### config.mk
export PLATFORM = sky130hd
export DESIGN_NAME = rgb888_to_16bit_error_carry_dither_core
export DESIGN_NICKNAME = d
export VERILOG_FILES = /design/src/rtl/rgbd_pkg.sv /design/src/rtl/rgbd_cfg.sv /design/src/rtl/rgbd_chan.sv /design/src/rtl/rgbd_pack.sv /design/src/rtl/rgb888_to_16bit_error_carry_dither_core.sv
export SDC_FILE = /design/constraint.sdc
export NUM_CORES = 1
export LEC_CHECK = 0
export ABC_AREA = 1
export BUFFER_PORTS_ARGS = -buffer_cell sky130_fd_sc_hd__buf_2
export CORE_MARGIN = 5
export CORE_UTILIZATION = 55
export CTS_CLUSTER_DIAMETER = 80
export DETAILED_ROUTE_END_ITERATION = 7
export PLACE_DENSITY = 0.83
export SLEW_MARGIN = 20
export SYNTH_ARGS = -nofsm -noshare
export SYNTH_HDL_FRONTEND = slang
export SYNTH_SLANG_ARGS = --single-unit
### constraint.sdc
create_clock -name clk -period 5.4 [get_ports clk]
set_clock_uncertainty 0.15 [all_clocks]
set_input_delay 0.81 -clock clk [delete_from_list [all_inputs] [get_ports clk]]
set_output_delay 0.81 -clock clk [all_outputs]
set_load 0.03 [all_outputs]
### src/rtl/rgbd_pkg.sv
// Shared types and constants for the RGB888 to 16-bit error-carry dither core.
package rgbd_pkg;

  localparam int unsigned CHAN_W  = 8;
  localparam int unsigned POS_W   = 5;
  localparam int unsigned WORD_W  = 16;
  localparam int unsigned IDX_W   = 3;
  localparam int unsigned WDATA_W = 8;

  // A channel value shifted by the largest position, plus headroom for a
  // three-term sum.
  localparam int unsigned SUM_W = CHAN_W + (2 ** POS_W - 1) + 2;

  localparam logic [CHAN_W-1:0] SAT_MAX = 8'd255;

  typedef enum logic [IDX_W-1:0] {
    REG_RED_MASK   = 3'd0,
    REG_GREEN_MASK = 3'd1,
    REG_BLUE_MASK  = 3'd2,
    REG_RED_POS    = 3'd3,
    REG_GREEN_POS  = 3'd4,
    REG_BLUE_POS   = 3'd5,
    REG_SHIFT      = 3'd6,
    REG_GRAY_MODE  = 3'd7
  } reg_idx_t;

  typedef struct packed {
    logic [CHAN_W-1:0] red_keep;
    logic [CHAN_W-1:0] green_keep;
    logic [CHAN_W-1:0] blue_keep;
    logic [POS_W-1:0]  red_pos;
    logic [POS_W-1:0]  green_pos;
    logic [POS_W-1:0]  blue_pos;
    logic [POS_W-1:0]  shift;
    logic              gray;
  } cfg_t;

endpackage

### src/rtl/rgbd_cfg.sv
// Configuration register file of the dither core.
module rgbd_cfg (
  input  logic                         clk,
  input  logic                         rst_n,
  input  logic                         cfg_we,
  input  logic [rgbd_pkg::IDX_W-1:0]   cfg_index,
  input  logic [rgbd_pkg::WDATA_W-1:0] cfg_wdata,
  output rgbd_pkg::cfg_t               cfg
);
  import rgbd_pkg::*;

  cfg_t cfg_r;
  cfg_t cfg_nxt;

  always_comb begin
    cfg_nxt = cfg_r;
    if (cfg_we) begin
      unique case (reg_idx_t'(cfg_index))
        REG_RED_MASK:   cfg_nxt.red_keep   = cfg_wdata[CHAN_W-1:0];
        REG_GREEN_MASK: cfg_nxt.green_keep = cfg_wdata[CHAN_W-1:0];
        REG_BLUE_MASK:  cfg_nxt.blue_keep  = cfg_wdata[CHAN_W-1:0];
        REG_RED_POS:    cfg_nxt.red_pos    = cfg_wdata[POS_W-1:0];
        REG_GREEN_POS:  cfg_nxt.green_pos  = cfg_wdata[POS_W-1:0];
        REG_BLUE_POS:   cfg_nxt.blue_pos   = cfg_wdata[POS_W-1:0];
        REG_SHIFT:      cfg_nxt.shift      = cfg_wdata[POS_W-1:0];
        REG_GRAY_MODE:  cfg_nxt.gray       = cfg_wdata[0];
      endcase
    end
  end

  always_ff @(posedge clk) begin
    if (!rst_n) begin
      cfg_r.red_keep   <= 8'hF8;
      cfg_r.green_keep <= 8'hFC;
      cfg_r.blue_keep  <= 8'hF8;
      cfg_r.red_pos    <= 5'd11;
      cfg_r.green_pos  <= 5'd6;
      cfg_r.blue_pos   <= 5'd0;
      cfg_r.shift      <= 5'd3;
      cfg_r.gray       <= 1'b0;
    end else begin
      cfg_r <= cfg_nxt;
    end
  end

  assign cfg = cfg_r;

endmodule

### src/rtl/rgbd_chan.sv
// One channel's carry add with saturation and keep-mask selection.
module rgbd_chan (
  input  logic [rgbd_pkg::CHAN_W-1:0] carry,
  input  logic [rgbd_pkg::CHAN_W-1:0] mask,
  input  logic [rgbd_pkg::CHAN_W-1:0] pix,
  output logic [rgbd_pkg::CHAN_W-1:0] carry_nxt,
  output logic [rgbd_pkg::CHAN_W-1:0] kept
);
  import rgbd_pkg::*;

  logic [CHAN_W:0] sum;

  // The dropped bits of the previous value ride into the new byte.
  assign sum       = {1'b0, carry & ~mask} + {1'b0, pix};
  assign carry_nxt = sum[CHAN_W] ? SAT_MAX : sum[CHAN_W-1:0];
  assign kept      = carry_nxt & mask;

endmodule

### src/rtl/rgbd_pack.sv
// Places the kept channel bits, sums them and applies the final right shift.
module rgbd_pack (
  input  logic [rgbd_pkg::CHAN_W-1:0] red_kept,
  input  logic [rgbd_pkg::CHAN_W-1:0] green_kept,
  input  logic [rgbd_pkg::CHAN_W-1:0] blue_kept,
  input  rgbd_pkg::cfg_t              cfg,
  output logic [rgbd_pkg::WORD_W-1:0] pixel_word
);
  import rgbd_pkg::*;

  logic [CHAN_W-1:0] g_val;
  logic [CHAN_W-1:0] b_val;
  logic [SUM_W-1:0]  r_sh;
  logic [SUM_W-1:0]  g_sh;
  logic [SUM_W-1:0]  b_sh;
  logic [SUM_W-1:0]  total;
  logic [SUM_W-1:0]  total_sh;

  // In mono mode the gray value lands at all three positions.
  assign g_val = cfg.gray ? red_kept : green_kept;
  assign b_val = cfg.gray ? red_kept : blue_kept;

  assign r_sh = {{(SUM_W-CHAN_W){1'b0}}, red_kept} << cfg.red_pos;
  assign g_sh = {{(SUM_W-CHAN_W){1'b0}}, g_val} << cfg.green_pos;
  assign b_sh = {{(SUM_W-CHAN_W){1'b0}}, b_val} << cfg.blue_pos;

  assign total      = r_sh + g_sh + b_sh;
  assign total_sh   = total >> cfg.shift;
  assign pixel_word = total_sh[WORD_W-1:0];

endmodule

### src/rtl/rgb888_to_16bit_error_carry_dither_core.sv
// Top level of the RGB888 to 16-bit error-carry dither core.
//
// Input channel: in_valid/in_ready carry one pixel per transfer (red, green,
// blue bytes and a last-of-row flag). In mono mode the gray byte comes in
// in_red_in and the other two bytes are ignored. Output channel:
// out_valid/out_ready carry the packed 16-bit pixel and the row flag.
// Configuration: cfg_we writes cfg_wdata into the register at cfg_index in
// the same cycle; write only while no pixel is in flight.
//
// An input transfer loads the input register; when the pixel advances, the
// carry add, packing and final shift load the output register, which drives
// out_valid. Throughput is one pixel per cycle while the receiver does not
// stall. The carry registers form a loop, updated when a pixel moves from
// the input register into the output register (green and blue only outside
// mono mode), so pixel order defines the carry chain and the carry runs on
// across row ends.
// Reset (synchronous, active low) clears both pipeline valid bits and the
// carries and loads the RGB565 register defaults. When the receiver stalls,
// the output register holds its pixel and the input register can still take
// one more; in_ready drops only when both are full and out_ready is low.
module rgb888_to_16bit_error_carry_dither_core (
  input  logic                          clk,
  input  logic                          rst_n,
  input  logic                          in_valid,
  output logic                          in_ready,
  input  logic [rgbd_pkg::CHAN_W-1:0]   in_red_in,
  input  logic [rgbd_pkg::CHAN_W-1:0]   in_green_in,
  input  logic [rgbd_pkg::CHAN_W-1:0]   in_blue_in,
  input  logic                          in_row_last,
  output logic                          out_valid,
  input  logic                          out_ready,
  output logic [rgbd_pkg::WORD_W-1:0]   out_pixel_word,
  output logic                          out_row_done,
  input  logic                          cfg_we,
  input  logic [rgbd_pkg::IDX_W-1:0]    cfg_index,
  input  logic [rgbd_pkg::WDATA_W-1:0]  cfg_wdata
);
  import rgbd_pkg::*;

  cfg_t cfg;

  // Input register.
  logic              s1_valid_r, s1_valid_nxt;
  logic [CHAN_W-1:0] s1_red_r, s1_green_r, s1_blue_r;
  logic              s1_row_r;

  // Carry state.
  logic [CHAN_W-1:0] red_carry_r, green_carry_r, blue_carry_r;
  logic [CHAN_W-1:0] red_carry_nxt, green_carry_nxt, blue_carry_nxt;

  // Output register.
  logic              out_valid_r, out_valid_nxt;
  logic [WORD_W-1:0] out_word_r;
  logic              out_row_r;

  logic              in_xfer;
  logic              adv;
  logic [CHAN_W-1:0] red_keep_eff;
  logic [CHAN_W-1:0] red_kept, green_kept, blue_kept;
  logic [WORD_W-1:0] word;

  rgbd_cfg u_cfg (
    .clk       (clk),
    .rst_n     (rst_n),
    .cfg_we    (cfg_we),
    .cfg_index (cfg_index),
    .cfg_wdata (cfg_wdata),
    .cfg       (cfg)
  );

  // Mono mode keeps only the bits that all three masks keep.
  assign red_keep_eff = cfg.gray ? (cfg.red_keep & cfg.green_keep & cfg.blue_keep)
                                 : cfg.red_keep;

  rgbd_chan u_red (
    .carry     (red_carry_r),
    .mask      (red_keep_eff),
    .pix       (s1_red_r),
    .carry_nxt (red_carry_nxt),
    .kept      (red_kept)
  );

  rgbd_chan u_green (
    .carry     (green_carry_r),
    .mask      (cfg.green_keep),
    .pix       (s1_green_r),
    .carry_nxt (green_carry_nxt),
    .kept      (green_kept)
  );

  rgbd_chan u_blue (
    .carry     (blue_carry_r),
    .mask      (cfg.blue_keep),
    .pix       (s1_blue_r),
    .carry_nxt (blue_carry_nxt),
    .kept      (blue_kept)
  );

  rgbd_pack u_pack (
    .red_kept   (red_kept),
    .green_kept (green_kept),
    .blue_kept  (blue_kept),
    .cfg        (cfg),
    .pixel_word (word)
  );

  // A pixel advances when the output register is empty or being drained.
  assign adv      = s1_valid_r && (!out_valid_r || out_ready);
  assign in_ready = !s1_valid_r || adv;
  assign in_xfer  = in_valid && in_ready;

  always_comb begin
    s1_valid_nxt = s1_valid_r;
    if (in_xfer) begin
      s1_valid_nxt = 1'b1;
    end else if (adv) begin
      s1_valid_nxt = 1'b0;
    end
  end

  always_comb begin
    out_valid_nxt = out_valid_r;
    if (adv) begin
      out_valid_nxt = 1'b1;
    end else if (out_ready) begin
      out_valid_nxt = 1'b0;
    end
  end

  always_ff @(posedge clk) begin
    if (!rst_n) begin
      s1_valid_r    <= 1'b0;
      out_valid_r   <= 1'b0;
      red_carry_r   <= '0;
      green_carry_r <= '0;
      blue_carry_r  <= '0;
    end else begin
      s1_valid_r  <= s1_valid_nxt;
      out_valid_r <= out_valid_nxt;
      if (adv) begin
        red_carry_r <= red_carry_nxt;
        // Green and blue carries hold their values in mono mode.
        if (!cfg.gray) begin
          green_carry_r <= green_carry_nxt;
          blue_carry_r  <= blue_carry_nxt;
        end
      end
    end
  end

  always_ff @(posedge clk) begin
    if (in_xfer) begin
      s1_red_r   <= in_red_in;
      s1_green_r <= in_green_in;
      s1_blue_r  <= in_blue_in;
      s1_row_r   <= in_row_last;
    end
    if (adv) begin
      out_word_r <= word;
      out_row_r  <= s1_row_r;
    end
  end

  assign out_valid      = out_valid_r;
  assign out_pixel_word = out_word_r;
  assign out_row_done   = out_row_r;

`ifndef SYNTH
  a_carry_reset: assert property (@(posedge clk)
    !rst_n |=> (red_carry_r == '0) && (green_carry_r == '0) && (blue_carry_r == '0))
    else $error("carries not cleared by reset");

  a_gray_hold: assert property (@(posedge clk) disable iff (!rst_n)
    (adv && cfg.gray) |=> $stable(green_carry_r) && $stable(blue_carry_r))
    else $error("green or blue carry changed in mono mode");

  a_carry_idle: assert property (@(posedge clk) disable iff (!rst_n)
    !adv |=> $stable(red_carry_r) && $stable(green_carry_r) && $stable(blue_carry_r))
    else $error("carry changed without a pixel advancing");

  a_adv_loads_out: assert property (@(posedge clk) disable iff (!rst_n)
    adv |=> out_valid && (out_row_done == $past(s1_row_r)))
    else $error("advancing pixel did not reach the output register");

  a_empty_ready: assert property (@(posedge clk) disable iff (!rst_n)
    !s1_valid_r |-> in_ready)
    else $error("input stalled with an empty input register");
`endif

endmodule

### Word level (Yosys, flattened, before mapping)

Cells that the tools add are included.

| storage, ports and cells | value |
|---|---|
| register bits after elaboration | 113 |
| input port bits | 41 |
| output and inout port bits | 19 |
| word-level logic and storage cells | 75 |

| cells by class | value |
|---|---|
| add/sub/neg operators | 5 |
| eq/ne operators | 7 |
| shifts and indexed selects | 4 |
| mux-type cells | 10 |
| bitwise operators | 12 |
| reduce and logical (&&, ||, !) cells | 18 |

Operators with widths:

| cell | count |
|---|---|
| 8-bit by 5-bit left shift with 41-bit output | 3 |
| 41-bit adder | 2 |
| 8-bit AND | 8 |
| 8-bit 2-to-1 mux | 6 |
| 41-bit by 5-bit >> shifter with 16-bit output | 1 |
| 8-bit by 8-bit adder with 9-bit output | 3 |
| 8-bit inverter | 3 |
| 2-bit AND reduction | 9 |
| 3-bit == test (second input constant) | 4 |
| 3-bit by 2-bit == test with 1-bit output (second input constant) | 2 |
| 1-bit 2-to-1 mux | 4 |
| 2-bit nonzero test | 2 |
| 3-bit by 1-bit == test with 1-bit output (second input constant) | 1 |
| 3-bit logical NOT | 1 |
| 1-bit logical AND | 2 |
| 1-bit logical NOT | 2 |
| 1-bit logical OR | 2 |
| 1-bit inverter | 1 |

### Logic depth before layout (Yosys ltp)

| logic depth | value |
|---|---|
| word-level depth | 13 |
| gate-level depth with buffers | 43 |
| mapped depth without buffers | 43 |

### Hierarchy

From an unflattened synthesis, not the netlist that was laid out.

| unflattened totals | value |
|---|---|
| cells, all modules | 2429 |
| area total of the unflattened synthesis | 14403.8 µm² |

Modules (own cells, without submodules):

| module | times used | cells each | area each (µm²) | sequential area each (µm²) |
|---|---|---|---|---|
| rgbd_pack | 1 | 1631 | 8275.4 | 0.0 |
| rgb888_to_16bit_error_carry_dither_core | 1 | 239 | 2588.7 | 1781.7 |
| rgbd_cfg | 1 | 244 | 1790.5 | 900.9 |
| rgbd_chan | 3 | 105 | 583.1 | 0.0 |

### Least setup slack after synthesis

No wires, ideal clock.

| timing | value |
|---|---|
| kind | register to register |
| start point | register u_cfg.cfg_r, in the netlist u_cfg.cfg[0] |
| end point | register out_word_r[4], in the netlist out_pixel_word[4] (data pin) |
| library setup time | 0.253 ns |
| data arrival time | 4.759 ns |
| required time | 4.997 ns |
| path slack | 0.238 ns |
| stages on the path, launching flop included | 37 |
| buffers on the path | 1 |
| clock period less this slack | 5.162 ns |
| path through | dfxtp_1 buf_2 a21boi_0 nor2_1 ha_1 fa_1 nand3_1 nand2_2 a21oi_4 nand2_1 nand2_1 nand2_1 nand2_1 inv_2 nand2_1 nand2_1 nand4_1 nor2_1 fa_1 ha_1 fa_1 nand3_1 nand3_2 nand2_1 nand2_2 nand2_1 nand2_2 nand2_1 nand2_1 nand2_1 nand3_1 nand3_1 nand3_1 nand2_1 nand2_1 nand3_1 nand2_1 |

| on the way | value |
|---|---|
| longest elaborated chain between the ends | 11 |
| elaborated cells between the ends (all ways) | 14 |
| those cells by class | 3 x add/sub; 4 x shift; 4 x mux; 3 x bitwise |

RTL lines:

| what | line | source |
|---|---|---|
| start: declaration | rgbd_cfg.sv:12 | `cfg_t cfg_r;` |
| start signal: assignment | rgbd_cfg.sv:42 | `cfg_r <= cfg_nxt;` |
| 8-bit 2-to-1 mux | rgb888_to_16bit_error_carry_dither_core.sv:72 | `assign red_keep_eff = cfg.gray ? (cfg.red_keep & cfg.green_keep & cfg.blue_keep)` |
| 8-bit inverter | rgbd_chan.sv:14 | `assign sum = {1'b0, carry & ~mask} + {1'b0, pix};` |
| 8-bit AND | rgbd_chan.sv:14 |  |
| 8-bit by 8-bit adder with 9-bit output | rgbd_chan.sv:14 |  |
| 8-bit 2-to-1 mux | rgbd_chan.sv:15 | `assign carry_nxt = sum[CHAN_W] ? SAT_MAX : sum[CHAN_W-1:0];` |
| 8-bit AND | rgbd_chan.sv:16 | `assign kept = carry_nxt & mask;` |
| 8-bit 2-to-1 mux | rgbd_pack.sv:20 | `assign g_val = cfg.gray ? red_kept : green_kept;` |
| 8-bit by 5-bit left shift with 41-bit output | rgbd_pack.sv:24 | `assign g_sh = {{(SUM_W-CHAN_W){1'b0}}, g_val} << cfg.green_pos;` |
| 41-bit adder | rgbd_pack.sv:27 | `assign total = r_sh + g_sh + b_sh;` |
| 41-bit adder * | rgbd_pack.sv:27 |  |
| 41-bit by 5-bit >> shifter with 16-bit output * | rgbd_pack.sv:28 | `assign total_sh = total >> cfg.shift;` |
| net u_pack.pixel_word (one bit) | rgbd_pack.sv:7 | `output logic [rgbd_pkg::WORD_W-1:0] pixel_word` |
| end signal: assignment | rgb888_to_16bit_error_carry_dither_core.sv:159 | `out_word_r <= word;` |
| end: declaration | rgb888_to_16bit_error_carry_dither_core.sv:53 | `logic [WORD_W-1:0] out_word_r;` |

The timed path passes the listed nets; every way through them passes the cells marked *.
A chain may end at the register's enable or synchronous reset.

### Worst setup path in the final report

| timing | value |
|---|---|
| start point | register u_cfg.cfg_r, in the netlist u_cfg.cfg[36] |
| end point | register out_word_r[9], in the netlist out_pixel_word[9] (data pin) |

| on the way | value |
|---|---|
| longest elaborated chain between the ends | 13 |
| elaborated cells between the ends (all ways) | 21 |
| those cells by class | 4 x add/sub; 4 x shift; 5 x mux; 8 x bitwise |

RTL lines:

| what | line |
|---|---|
| 8-bit AND (2 in series) | rgb888_to_16bit_error_carry_dither_core.sv:72 |
| 8-bit 2-to-1 mux | rgb888_to_16bit_error_carry_dither_core.sv:72 |
| 8-bit inverter | rgbd_chan.sv:14 |
| 8-bit AND | rgbd_chan.sv:14 |
| 8-bit by 8-bit adder with 9-bit output | rgbd_chan.sv:14 |
| 8-bit 2-to-1 mux | rgbd_chan.sv:15 |
| 8-bit AND | rgbd_chan.sv:16 |
| 8-bit 2-to-1 mux | rgbd_pack.sv:20 |
| 8-bit by 5-bit left shift with 41-bit output | rgbd_pack.sv:24 |
| 41-bit adder | rgbd_pack.sv:27 |
| 41-bit adder * | rgbd_pack.sv:27 |
| 41-bit by 5-bit >> shifter with 16-bit output * | rgbd_pack.sv:28 |
| net u_pack.pixel_word (one bit) | rgbd_pack.sv:7 |

Marked as above.

==> impl_metrics.json <==
{
  "status": "finished with violations",
  "violations": "setup timing",
  "p_total_mw": 4.29,
  "crit_type": "reg2reg",
  "worst_pin_slew_ps": 1170,
  "vias": 17800,
  "place_ws_ps": -646,
  "track_usage": 0.393,
  "cp-start-kind": "flip-flop",
  "crit_slowest_cell": "fa_1",
  "cts_hold_buf": 0,
  "period_share": 1.07,
  "p_clk_frac": 0.271,
  "rsz0062_at_grt": "yes",
  "clk_path_buf_depth": 2,
  "min_period_ps": 5790,
  "cts_tree": "yes",
  "core-area_mm2": 0.0245,
  "grt_max_degree": 56,
  "cp_common_cell": "nand2_1",
  "power_switching_share": 0.432,
  "cts_buffers": 17,
  "setup_viol": 16,
  "nets": 2710,
  "synthCells": 2306,
  "p_leak_nw": 9.83,
  "synth_seq_area_share": 0.196,
  "io_buffers": 59,
  "top_usage_layer": "met2",
  "ios": 60,
  "grtUsageMet3": 0.0877,
  "wl_per_cell_um": 20.6,
  "arrival_ps": 5820,
  "grt_use_met2": 0.651,
  "yosysTopAreaCellShare": 0.206,
  "antenna_found_initial": 0,
  "grt_pass1_wl_um": 89200,
  "ys_types": 51,
  "avgSynthCellArea_um2": 5.95,
  "drt_iter0_drc": 2408,
  "synth_nets": 2452,
  "p_per_area_mw_per_mm2": 218,
  "gr-total-overflow": 0,
  "slowest_delay_ps": 610,
  "end_kind": "flip-flop",
  "worst_hold_path_type": "reg2reg",
  "ir_drop_uv": 259,
  "start_util": 0.561,
  "wl_um": 59900,
  "synth_most_common_cell": "nand2_1",
  "yosysWarnings": 0,
  "timing.final.ws_setup_ps": -390,
  "clkSinkCount": 113,
  "dr.pass1.iters": 6,
  "p_seq_frac": 0.232,
  "final_util": 0.802,
  "cts_htree_levels": 4,
  "rows": 57,
  "grtUsageMet1": 0.492,
  "synth_edf_count": 42,
  "fin_tns_setup_ps": -5730,
  "pwr-share-comb": 0.498,
  "crit_required_ps": 5430,
  "clockRootBuffer": "clkbuf_16",
  "async_reset_ff_frac": 0,
  "ys_ff_latch": 113,
  "hold_viol": 0,
  "clock_latency_ps": 430,
  "clk_pin_slew_ps": 70,
  "fmax_ghz": 0.173,
  "die_w_um": 168,
  "ys.flop_type": "dfxtp_1",
  "grt_pass1_vias": 16800,
  "dp_hpwl_um": 41900,
  "critPathMaxFanout": 4,
  "relSlewSlack": 0.214,
  "ant_nets": 0,
  "drv_slew": 0,
  "final_layout_size_suffix_gt1_frac": 0.396,
  "ys_top_cells_by_area": "nand2_1 21%, nand3_1 14%, dfxtp_1 10%",
  "internal_power_mw": 2.43,
  "synthTopCellsByCount": "753 x nand2_1, 374 x nand3_1, 293 x inv_1, 143 x nor2_1, 79 x a21oi_1",
  "die_area_mm2": 0.0282,
  "via_per_inst": 6.12,
  "gp_congestion": 1.02,
  "die_h_um": 168,
  "power.switching_mw": 1.85,
  "drv_cap": 0,
  "drc": 0,
  "yosys.area.top_type": "nand2_1",
  "areaGrowthSynthToFinish_pct": 43.1,
  "netlist_area_mm2": 0.0137
}
## registers in the layout, summed over array words and instances (netlist names), 8 cells and up
signal	cells
blue_carry_r	8
green_carry_r	8
out_pixel_word	16
red_carry_r	8
s1_blue_r	8
s1_green_r	8
s1_red_r	8
u_cfg.cfg	45
## area by class of cell
cell class                 count  area [um2]
timing repair buffer         334        2420
tap                          324         405
fill                        1704        4830
sequential                   113        2700
inverter                     320        1200
clock inverter                14         141
clock buffer                  18         450
antenna                        1        2.50
multi-input combinational   1778       12300
## metrics by stage
| step | hold slack [ps] | instance area, um2 | std cells |
|---|---|---|---|
| detailed placement | 263 | 15800 | 2830 |
| finish | 286 | 19600 | 2902 |
| CTS | 279 | 18400 | 2890 |
| floorplan | 250 | 13700 | 2306 |
| global placement | 251 | 15800 | 2830 |
| global route | 284 | 19600 | 2901 |
## cells in the final DEF, fill, tap and decap left out, types with 9 or more instances in the layout
cell type	instances
dfxtp_1	65
edfxtp_1	42
nor2_2	23
nand2_1	544
fa_1	37
o21ai_0	61
inv_2	46
buf_2	59
clkinv_1	10
nor2_1	114
nor2_4	19
buf_4	264
nand3_1	212
inv_1	262
a21oi_1	52
nand3_4	19
o21ai_1	23
nand4_1	50
nand3_2	160
a31oi_1	10
ha_1	21
o21ai_2	27
a21oi_2	23
nand2_4	40
clkbuf_16	18
buf_6	9
ha_4	37
o211ai_1	14
nand2_2	191
## path summary, 6_finish.rpt
path              slack [ps]          start                end  cells past startpoint
setup reg to reg        -390  u_cfg.cfg[36]  out_pixel_word[9]                     33
setup / recovery        -390  u_cfg.cfg[36]  out_pixel_word[9]                     33
hold reg to reg          290       s1_row_r       out_row_done                      0
hold / removal           290       s1_row_r       out_row_done                      0
## power groups by stage
| stage | Sequential [mW] | Combinational [mW] | Clock [mW] |
|---|---|---|---|
| after floorplan | 1.03 | 0.929 | 0 |
| after global routing | 0.998 | 2.26 | 1.19 |
| after global placement | 1.00 | 1.53 | 0 |
| after detailed placement | 1.00 | 1.55 | 0 |
| final | 0.993 | 2.13 | 1.16 |
| after CTS | 0.989 | 1.88 | 1.14 |
## what timing repair did
action                                  CTS  global route
pin swaps                               130           164
hold endpoints to repair                  0             0
cloned                                    2             0
buffers inserted                         27            11
resized for setup                       449           276
endpoints found under the setup margin   16            16
## cell families (layout without fill, tap and decap cells)
family	after synthesis	count (layout)	share of synthesized area
mux	1	1	0.000730
compound gates	252	252	0.105
buf+inv	416	686	0.118
other cells	0	1	0
xor+xnor	24	24	0.0153
simple gates	1395	1396	0.446
fa+ha+maj	105	105	0.119
flops	113	113	0.196
## worst max-delay path: cells and delay by family, from the launching register on
family	cells	cell delay, ps
buffers and inverters	4	410
adder cells (fa/ha/maj)	3	1230
AO/OA/AOI/OAI	4	700
flip-flops	1	390
AND/OR/NAND/NOR	21	2440
XOR/XNOR	1	190
## layer usage
metal	share of wire	vias to the layer above
met5	0	-
met4	0.060	0
met3	0.11	315
met2	0.46	1292
met1	0.37	8158
li1	-	7993
(Power assumes the default switching activity.)
